File: config.mk
export PLATFORM = sky130hd
export DESIGN_NAME = fit_policy_partition_allocator_unit
export DESIGN_NICKNAME = d
export VERILOG_FILES = /design/src/design/fppa_pkg.sv /design/src/design/fit_policy_partition_allocator_unit.sv /design/src/design/fppa_pick.sv
export SDC_FILE = /design/constraint.sdc
export NUM_CORES = 2
export LEC_CHECK = 0
export BUFFER_PORTS_ARGS = -buffer_cell sky130_fd_sc_hd__buf_2
export CAP_MARGIN = 30
export CORE_MARGIN = 4
export CORE_UTILIZATION = 51
export DETAILED_ROUTE_END_ITERATION = 10
export PLACE_DENSITY = 0.7
export SYNTH_ARGS = -nofsm -noshare
export SYNTH_HDL_FRONTEND = slang
export SYNTH_HIERARCHICAL = 1
export SYNTH_SLANG_ARGS = --single-unit
export TNS_END_PERCENT = 10
File: constraint.sdc
create_clock -name clock -period 9.25 [get_ports clock]
set_input_delay 1.85 -clock clock [delete_from_list [all_inputs] [get_ports clock]]
set_output_delay 1.85 -clock clock [all_outputs]
set_load 0.01 [all_outputs]
File: src/design/fppa_pkg.sv
// ----------------------------------------------------------------------------
// Fit-policy partition allocator package
// Shared codes, defaults and the scan control word.
// ----------------------------------------------------------------------------
package fppa_pkg;

   localparam int MAX_PARTITIONS_DEF = 128;

   localparam int SIZE_W      = 16;
   localparam int PIDX_W      = 7;
   localparam int MODE_W      = 2;
   localparam int COUNT_W     = 8;
   localparam int CSR_INDEX_W = 2;
   localparam int CSR_DATA_W  = 8;

   // placement policies; the unused code falls back to first fit
   localparam logic [MODE_W-1:0] MODE_FIRST = 2'd0;
   localparam logic [MODE_W-1:0] MODE_BEST  = 2'd1;
   localparam logic [MODE_W-1:0] MODE_WORST = 2'd2;

   localparam logic CMD_LOAD  = 1'b0;
   localparam logic CMD_ALLOC = 1'b1;

   localparam logic [CSR_INDEX_W-1:0] CSR_FIT_MODE   = 2'd0;
   localparam logic [CSR_INDEX_W-1:0] CSR_PART_COUNT = 2'd1;

   typedef struct packed {
      logic clear;    // start of a new scan
      logic sample;   // read data valid this cycle
   } pick_ctl_type;

endpackage

File: src/design/fit_policy_partition_allocator_unit.sv
// ----------------------------------------------------------------------------
// Fit-policy partition allocator
// Partition table with first, best and worst fit allocation.
// ----------------------------------------------------------------------------
// A load word writes one partition's remaining size and returns nothing. An
// allocate word scans partitions 0 .. count-1 through the table's single read
// port, one entry per cycle, into a shared compare unit, then charges the
// chosen partition if one fits and posts one result word. After an allocate is
// taken, req_stall stays high through the scan (partition_count, capped at
// MAX_PARTITIONS) and the finish step, so the block takes no new word until the
// allocate is through. The stall runs on while an earlier result word is still
// held by rsp_stall. The result register lets the next word in while a result
// still waits to be taken. The table holds no reset value: read only loaded
// entries.
// ----------------------------------------------------------------------------
module fit_policy_partition_allocator_unit
   import fppa_pkg::*;
#(
   parameter int MAX_PARTITIONS = MAX_PARTITIONS_DEF
) (
   input  logic                   clock,
   input  logic                   reset,
   input  logic                   req_valid,
   output logic                   req_stall,
   input  logic                   req_cmd,
   input  logic [PIDX_W-1:0]      req_partition_index,
   input  logic [SIZE_W-1:0]      req_size_kb,
   output logic                   rsp_valid,
   input  logic                   rsp_stall,
   output logic                   rsp_granted,
   output logic [PIDX_W-1:0]      rsp_chosen_index,
   output logic [SIZE_W-1:0]      rsp_space_before,
   output logic [SIZE_W-1:0]      rsp_space_after,
   input  logic                   csr_write_enable,
   input  logic [CSR_INDEX_W-1:0] csr_index,
   input  logic [CSR_DATA_W-1:0]  csr_write_data
);

   localparam int ADDR_W = (MAX_PARTITIONS > 1) ? $clog2(MAX_PARTITIONS) : 1;
   localparam int CNT_W  = $clog2(MAX_PARTITIONS + 1);
   localparam int COUNT_RESET = (MAX_PARTITIONS > 128) ? 128 : MAX_PARTITIONS;

   typedef enum logic [1:0] {
      ST_IDLE,
      ST_SCAN,
      ST_FINISH
   } state_type;

   // configuration
   logic [MODE_W-1:0]  fit_mode_ff;
   logic [COUNT_W-1:0] part_count_ff;

   // sequencer
   state_type          state_ff, state_in;
   logic [CNT_W-1:0]   cnt_ff, cnt_in;
   logic [CNT_W-1:0]   limit_ff, limit_in;
   logic [SIZE_W-1:0]  size_ff, size_in;
   logic               rd_vld_ff, rd_vld_in;
   logic [ADDR_W-1:0]  rd_idx_ff, rd_idx_in;

   // result register
   logic               rsp_valid_ff, rsp_valid_in;
   logic               rsp_granted_ff, rsp_granted_in;
   logic [PIDX_W-1:0]  rsp_index_ff, rsp_index_in;
   logic [SIZE_W-1:0]  rsp_before_ff, rsp_before_in;
   logic [SIZE_W-1:0]  rsp_after_ff, rsp_after_in;

   // table
   logic [SIZE_W-1:0]  mem_ff [MAX_PARTITIONS];
   logic [SIZE_W-1:0]  rd_data_ff;
   logic               mem_we;
   logic [ADDR_W-1:0]  mem_wa;
   logic [SIZE_W-1:0]  mem_wd;

   logic               req_acc;
   logic               slot_free;
   logic               load_in_range;
   logic               scan_more;
   logic               finish_go;
   pick_ctl_type       pick_ctl;
   logic               pick_found;
   logic [ADDR_W-1:0]  pick_idx;
   logic [SIZE_W-1:0]  pick_val;
   logic [SIZE_W-1:0]  charged;

   fppa_pick #(
      .ADDR_W (ADDR_W)
   ) u_pick (
      .clock    (clock),
      .reset    (reset),
      .ctl      (pick_ctl),
      .mode     (fit_mode_ff),
      .req_size (size_ff),
      .rd_data  (rd_data_ff),
      .rd_idx   (rd_idx_ff),
      .found    (pick_found),
      .pick_idx (pick_idx),
      .pick_val (pick_val)
   );

   always_ff @(posedge clock) begin
      if (reset) begin
         fit_mode_ff   <= MODE_FIRST;
         part_count_ff <= COUNT_W'(COUNT_RESET);
      end else if (csr_write_enable) begin
         case (csr_index)
            CSR_FIT_MODE:   fit_mode_ff   <= csr_write_data[MODE_W-1:0];
            CSR_PART_COUNT: part_count_ff <= csr_write_data[COUNT_W-1:0];
            default: ;
         endcase
      end
   end

   always_comb begin
      req_stall     = (state_ff != ST_IDLE);
      req_acc       = req_valid && !req_stall;
      slot_free     = !rsp_valid_ff || !rsp_stall;
      load_in_range = (32'(req_partition_index) < 32'(MAX_PARTITIONS));
      scan_more     = (cnt_ff < limit_ff);
      finish_go     = (state_ff == ST_FINISH) && slot_free;
      charged       = pick_val - size_ff;

      pick_ctl.clear  = req_acc && (req_cmd == CMD_ALLOC);
      pick_ctl.sample = rd_vld_ff;

      mem_we = (req_acc && (req_cmd == CMD_LOAD) && load_in_range)
               || (finish_go && pick_found);
      mem_wa = (state_ff == ST_FINISH) ? pick_idx : ADDR_W'(req_partition_index);
      mem_wd = (state_ff == ST_FINISH) ? charged : req_size_kb;

      state_in  = state_ff;
      cnt_in    = cnt_ff;
      limit_in  = limit_ff;
      size_in   = size_ff;
      rd_vld_in = 1'b0;
      rd_idx_in = cnt_ff[ADDR_W-1:0];

      rsp_valid_in   = rsp_valid_ff && rsp_stall;
      rsp_granted_in = rsp_granted_ff;
      rsp_index_in   = rsp_index_ff;
      rsp_before_in  = rsp_before_ff;
      rsp_after_in   = rsp_after_ff;

      case (state_ff)
         ST_IDLE: begin
            if (req_acc && (req_cmd == CMD_ALLOC)) begin
               state_in = ST_SCAN;
               cnt_in   = '0;
               size_in  = req_size_kb;
               // cap the configured count at the table depth
               if (32'(part_count_ff) >= 32'(MAX_PARTITIONS)) begin
                  limit_in = CNT_W'(MAX_PARTITIONS);
               end else begin
                  limit_in = CNT_W'(part_count_ff);
               end
            end
         end
         ST_SCAN: begin
            if (scan_more) begin
               rd_vld_in = 1'b1;
               cnt_in    = cnt_ff + CNT_W'(1);
            end else if (!rd_vld_ff) begin
               state_in = ST_FINISH;
            end
         end
         ST_FINISH: begin
            // hold until the result register is free
            if (slot_free) begin
               state_in       = ST_IDLE;
               rsp_valid_in   = 1'b1;
               rsp_granted_in = pick_found;
               rsp_index_in   = pick_found ? PIDX_W'(pick_idx) : '0;
               rsp_before_in  = pick_found ? pick_val : '0;
               rsp_after_in   = pick_found ? charged : '0;
            end
         end
         default: begin
            state_in = ST_IDLE;
         end
      endcase
   end

   always_ff @(posedge clock) begin
      if (reset) begin
         state_ff     <= ST_IDLE;
         rd_vld_ff    <= 1'b0;
         rsp_valid_ff <= 1'b0;
      end else begin
         state_ff     <= state_in;
         rd_vld_ff    <= rd_vld_in;
         rsp_valid_ff <= rsp_valid_in;
      end
      cnt_ff         <= cnt_in;
      limit_ff       <= limit_in;
      size_ff        <= size_in;
      rd_idx_ff      <= rd_idx_in;
      rsp_granted_ff <= rsp_granted_in;
      rsp_index_ff   <= rsp_index_in;
      rsp_before_ff  <= rsp_before_in;
      rsp_after_ff   <= rsp_after_in;
   end

   always_ff @(posedge clock) begin
      if (mem_we) begin
         mem_ff[mem_wa] <= mem_wd;
      end
      rd_data_ff <= mem_ff[cnt_ff[ADDR_W-1:0]];
   end

   assign rsp_valid        = rsp_valid_ff;
   assign rsp_granted      = rsp_granted_ff;
   assign rsp_chosen_index = rsp_index_ff;
   assign rsp_space_before = rsp_before_ff;
   assign rsp_space_after  = rsp_after_ff;

endmodule

File: src/design/fppa_pick.sv
// ----------------------------------------------------------------------------
// Fit-policy partition allocator candidate picker
// Shared compare unit: looks at one table entry per cycle and keeps the
// current best candidate for the active placement policy.
// ----------------------------------------------------------------------------
module fppa_pick
   import fppa_pkg::*;
#(
   parameter int ADDR_W = 7
) (
   input  logic                    clock,
   input  logic                    reset,
   input  pick_ctl_type            ctl,
   input  logic [MODE_W-1:0]       mode,
   input  logic [SIZE_W-1:0]       req_size,
   input  logic [SIZE_W-1:0]       rd_data,
   input  logic [ADDR_W-1:0]       rd_idx,
   output logic                    found,
   output logic [ADDR_W-1:0]       pick_idx,
   output logic [SIZE_W-1:0]       pick_val
);

   logic              found_ff, found_in;
   logic [ADDR_W-1:0] pick_idx_ff, pick_idx_in;
   logic [SIZE_W-1:0] pick_val_ff, pick_val_in;
   logic              fits;
   logic              take;

   always_comb begin
      fits = (rd_data >= req_size);
      // strict compares keep the lowest index on ties
      take = fits && (!found_ff
                      || ((mode == MODE_BEST)  && (rd_data < pick_val_ff))
                      || ((mode == MODE_WORST) && (rd_data > pick_val_ff)));
      found_in    = found_ff;
      pick_idx_in = pick_idx_ff;
      pick_val_in = pick_val_ff;
      if (ctl.clear) begin
         found_in = 1'b0;
      end else if (ctl.sample && take) begin
         found_in    = 1'b1;
         pick_idx_in = rd_idx;
         pick_val_in = rd_data;
      end
   end

   always_ff @(posedge clock) begin
      if (reset) begin
         found_ff <= 1'b0;
      end else begin
         found_ff <= found_in;
      end
      pick_idx_ff <= pick_idx_in;
      pick_val_ff <= pick_val_in;
   end

   assign found    = found_ff;
   assign pick_idx = pick_idx_ff;
   assign pick_val = pick_val_ff;

endmodule

# --- Word-level counts from Yosys, hierarchy flattened ---
# Memories as Yosys holds them, arrays and structs flattened. A register that Yosys moved wholly into a read port is not among the register bits.
# Cells that the tools add are included.
word_totals:
  wordCells: 83
  input_bits: 39
  ramBits: 2048
  n_memories: 1
  reg_bits: 117
  out_inout_bits: 42
op_classes:
  order_cmp: 5
  bitwise: 3
  n_eq_ne: 10
  n_addsub: 2
  reduce_logical: 31
  mux: 15
memory_table:
  columns: ["name", "words", "word_bits", "rd", "rd_clocked_by_memory_dff", "write_ports", "line_no", "text"]
  rows:
  - ["mem_ff", 128, 16, 1, 1, 1, "fit_policy_partition_allocator_unit.sv:69", "logic [SIZE_W-1:0] mem_ff [MAX_PARTITIONS];"]
ops:
  columns: ["operator", "n"]
  rows:
  - ["$ge 16x16->1", 1]
  - ["$gt 16x16->1", 1]
  - ["$lt 16x16->1", 1]
  - ["$mux 16", 1]
  - ["$mux 8", 2]
  - ["$pmux 8 s2", 1]
  - ["$sub 16x16->16", 1]
  - ["$logic_and 1x1->1", 10]
  - ["$ne 2x2->1 const B", 5]
  - ["$reduce_and 2->1", 5]
  - ["$add 8x1->8 const B", 1]
  - ["$ge 8x8->1 const B", 1]
  - ["$lt 8x8->1", 1]
  - ["$mux 2", 4]
  - ["$mux 7", 1]
  - ["$eq 2x1->1 const B", 3]
  - ["$pmux 2 s3", 1]
  - ["$mux 1", 5]
  - ["$eq 2x2->1 const B", 2]
  - ["$logic_not 1->1", 4]
  - ["$logic_not 2->1", 2]
  - ["$logic_or 1x1->1", 4]
  - ["$reduce_and 4->1", 1]
  - ["$reduce_bool 2->1", 2]
  - ["3 further kinds", 6]

# --- Logic depth before layout (Yosys ltp) ---
depth:
  depth_word: 7
  mapped_depth: 11

# --- Modules after synthesis ---
# The synthesis kept the hierarchy.
by_module_without_submodules:
  columns: ["module", "cells_per_inst", "seq_area_each_um2", "area_each_um2", "n_inst"]
  rows:
  - ["fit_policy_partition_allocator_unit", 4045, 64401.8, 83436.3, 1]
  - ["fppa_pick", 141, 710.7, 1570.3, 1]

# --- Worst setup path before layout ---
# Ideal clock, no wire load.
synth_timing:
  kind: "register -> register"
  startpoint: "register size_ff[0]"
  endpoint: "memory mem_ff[0][14], data pin"
  t_arrival_ns: 7.206
  path_stages_with_launch: 9
  required_ns: 8.023
  setup_ns: 1.227
  slack_ns: 0.817
  path_buffers: 0
  cell_sequence: "edfxtp_1 -> ha_1 -> fa_1 -> nor2b_1 -> o21a_1 -> o21ai_0 -> a2111oi_0 -> nor3_1 -> o31ai_1"
synth_via:
  elab_chain_len: 2
synth_lines:
  columns: ["element", "line_no", "text"]
  rows:
  - ["from (decl)", "fit_policy_partition_allocator_unit.sv:57", "logic [SIZE_W-1:0] size_ff, size_in;"]
  - ["from (signal assigned)", "fit_policy_partition_allocator_unit.sv:195", "size_ff <= size_in;"]
  - ["$sub 16x16->16", "fit_policy_partition_allocator_unit.sv:121", "charged = pick_val - size_ff;"]
  - ["$mux 16", "fit_policy_partition_allocator_unit.sv:129", "mem_wd = (state_ff == ST_FINISH) ? charged : req_size_kb;"]
  - ["net mem_wd[14]", "fit_policy_partition_allocator_unit.sv:73", "logic [SIZE_W-1:0] mem_wd;"]
  - ["to (decl)", "fit_policy_partition_allocator_unit.sv:69", null]
# The timed path passes the listed nets, and every way through them passes these cells.

==> flow_metrics.env <==
export IMPL_status="complete, no violations"
export IMPL_synth_top_flop_cell="edfxtp_1"
export IMPL_overflow=0
export IMPL_firstDrtPassIters=6
export IMPL_grt_usage_pct=24.93
export IMPL_seq_area_frac_synth_pct=76.60
export IMPL_drive_above_1_share_pct=23.40
export IMPL_async_flop_share_pct=0
export IMPL_gr_usage_met2_pct=39.12
export IMPL_num_rows=149
export IMPL_period_needed_ps=4561
export IMPL_rsz0062_at_grt="no"
export IMPL_die_area_sq_um=173300
export IMPL_required_ps=9980
export IMPL_gp_congestion=0.8831
export IMPL_portBuffers=80
export IMPL_cts_buffers=208
export IMPL_hpwl_mm=130.7
export IMPL_grt_pass1_vias=43110
export IMPL_clkTransAtPathRegs_ps=60
export IMPL_io_pins=81
export IMPL_cts_resized=0
export IMPL_grt_start_max_net_pins=115
export IMPL_mostFrequentLayoutCell="edfxtp_1"
export IMPL_die_w_microns=416.3
export IMPL_grt_first_pass_wirelength_mm=310.7
export IMPL_setup_violations_final=0
export IMPL_synthCells=4186
export IMPL_wirelength_mm=215.3
export IMPL_max_stage_delay_ps=790
export IMPL_maxCapViolations=0
export IMPL_synth_top_area_share_pct=75.70
export IMPL_r2r_end="rd_data_ff[14]"
export IMPL_most_common_layout_cells="2143 x edfxtp_1, 424 x mux4_2, 237 x mux2i_1"
export IMPL_placed_cells=6466
export IMPL_wire_per_inst_microns=31.41
export IMPL_cp_buffers_inverters=2
export IMPL_start_util_pct=51.41
export IMPL_finalMaxSlewViolations=0
export IMPL_path_cells="buf_4 -> buf_4 -> nand3_1 -> o221ai_1 -> a211oi_1 -> a211oi_1 -> nor3_1 -> nor2_1"
export IMPL_synthesis_area_sq_um=85010
export IMPL_synthesis_nets=4281
export IMPL_vias=43410
export IMPL_slowest_stage="a211oi_1"
export IMPL_power_leakage_nw=31.00
export IMPL_clock_latency_ps=840
export IMPL_critPathLaunch="cnt_ff[2]"
export IMPL_worstSetupPathType="reg -> reg"
export IMPL_setup_tns_ps=0
export IMPL_ys_warn_count=6
export IMPL_htree_levels=4
export IMPL_clock_root_buffer="clkbuf_16"
export IMPL_regToRegStartpoint="cnt_ff[2]"
export IMPL_cp_top_family="compound AO/OA/AOI/OAI gates"
export IMPL_layout_cells_non_filler=6856
export IMPL_powerDensity_nw_per_um2=252.7
export IMPL_relSlewSlack_pct=27.00
export IMPL_grt_busiest_layer="met2"
export IMPL_final_setup_skew_ps=31.02
export IMPL_cp_start_kind="flop"
export IMPL_cp_max_fo=34
export IMPL_clk_path_buf_depth=3
export IMPL_ir_drop_uv=203.0
export IMPL_hold_path_depth=0
export IMPL_cp_depth=8
export IMPL_worstPathArrival_ps=5290
export IMPL_postCtsHoldBufs=0
export IMPL_reg2reg_slack_ps=4690
export IMPL_rr_worst_depth=8
export IMPL_cts_setup_buffers=0
export IMPL_synthDistinctLibCells=71
export IMPL_fillCellCount=11760
export IMPL_ys_ff_latch=2181
export IMPL_synth_edf_count=2143
export IMPL_cts_sinks=2181
export IMPL_cp_endpoint="rd_data_ff[14]"
export IMPL_worst_slew_pin_slew_ps=1086
export IMPL_endpoint_kind="flop"
export IMPL_hold_class="reg -> reg"
export IMPL_synth_area_leaders="edfxtp_1 76%, mux4_2 11%, mux2i_1 2.8%"
export IMPL_synth_area_per_cell_sq_um=20.31
export IMPL_antenna_found_initial=13
export IMPL_grtUsageMet3_pct=5.591
export IMPL_synth_top_area_cell="edfxtp_1"
export IMPL_finalCritPeriodShare_pct=49.31
export IMPL_multi_input_area_sq_um=18800
export IMPL_final_nets=4585
export IMPL_timing_hold_violations_final=0
export IMPL_initialDrtViolationCount=5965
export IMPL_vias_per_cell=6.331
export IMPL_use_met1_pct=34.54
export IMPL_cts_tree="done"
export IMPL_timing_fmax_mhz=219.3
export IMPL_areaGrowthSynthToFinish_pct=12.86
export IMPL_antenna_left=0
export IMPL_drcViolationCount=0
export IMPL_core_sq_um=165400
export IMPL_final_seq_area_sq_um=65110
export IMPL_die_y_microns=416.3
[power breakdown]
| part | internal (mW) | switching (mW) | leakage (nW) |
|---|---|---|---|
| clock network | 4.71 | 3.61 | 3.25 |
| logic | 1.60 | 2.96 | 8.10 |
| registers | 11.2 | 0.123 | 19.6 |
| total | 17.6 | 6.69 | 31.0 |
[flip-flops by register name, summed over array words and instances, names as in the netlist]
| register | flops |
|---|---|
| rsp_granted | 1 |
| rsp_space_after | 16 |
| size_ff | 16 |
| u_pick/found | 1 |
| mem_ff | 2048 |
| rsp_space_before | 16 |
| rd_idx_ff | 7 |
| u_pick/pick_idx | 7 |
| fit_mode_ff | 2 |
| state_ff | 2 |
| rd_vld_ff | 1 |
| part_count_ff | 8 |
| u_pick/pick_val | 16 |
| rsp_valid | 1 |
| cnt_ff | 8 |
| rd_data_ff | 16 |
| rsp_chosen_index | 7 |
| limit_ff | 8 |
[synthesized netlist by cell type, types with 19 or more instances]
master    count
buf_2       101
nor3_1       22
and2_1       28
inv_1        60
a211oi_1     44
nand2_1     121
mux2i_1     237
o22ai_1      38
clkbuf_1     75
mux4_2      424
nor2b_1      19
nor2_1      190
edfxtp_1   2143
ha_1         55
o21ai_0      45
dfxtp_1      38
nand3_1      64
a221oi_1     28
a22oi_1     139
a21oi_1      61
[cell families after synthesis]
family | after synthesis | share of synthesized area (%)
fa+ha+maj | 56 | 0.8331
flops | 2181 | 76.60
buf+inv | 284 | 1.606
mux | 663 | 14.05
compound gates | 473 | 3.977
xor+xnor | 15 | 0.1545
simple gates | 514 | 2.782
[layer usage]
metal  vias up  routed length [microns]
met5         -                       31
met4         4                     8682
met3       394                    22850
met2      2496                   102600
met1     22550                    81110
li1      17960                        -
[area by class of cell]
| cell class | count | area share [%] |
|---|---|---|
| diodes | 5 | 0.01304 |
| clock buffers | 261 | 5.796 |
| clock inverters | 121 | 1.139 |
| inverters | 61 | 0.2400 |
| multi-input cells | 1721 | 19.60 |
| flip-flops and latches | 2181 | 67.87 |
| well taps | 2189 | 2.855 |
| repair buffers | 317 | 2.487 |
[worst reg2reg max path: stages, from the launching register on]
cell and delay (ps):
edfxtp_1 360, buf_4 440, buf_4 640, nand3_1 780, o221ai_1 680, a211oi_1 90, a211oi_1 790, nor3_1 360
nor2_1 310
[stage by stage]
step | instance area, sq um | power (mW) | hold WS, ps | setup slack, ps | util [%]
final | 95940 | 24.24 | 406.6 | 4689 | 58.02
after global routing | 95930 | 25.00 | 411.6 | 4624 | 58.01
after floorplan | 85010 | 14.40 | 371.1 | 817.2 | -
after CTS | 95860 | 24.31 | 407.0 | 4773 | 57.97
after detailed placement | 89210 | 16.09 | 390.6 | 4168 | 53.95
after global placement | 89060 | 16.00 | 385.6 | 3437 | 53.86
[worst min path at each step]
| stage | start | to |
|---|---|---|
| after floorplan | cnt_ff[3] | rd_idx_ff[3] |
| after detailed placement | rd_idx_ff[2] | u_pick/pick_idx[2] |
| final | rd_idx_ff[4] | u_pick/pick_idx[4] |
| after CTS | rd_idx_ff[4] | u_pick/pick_idx[4] |
| after global routing | rd_idx_ff[2] | u_pick/pick_idx[2] |
| after global placement | rd_idx_ff[3] | u_pick/pick_idx[3] |
(Power assumes the default switching activity.)
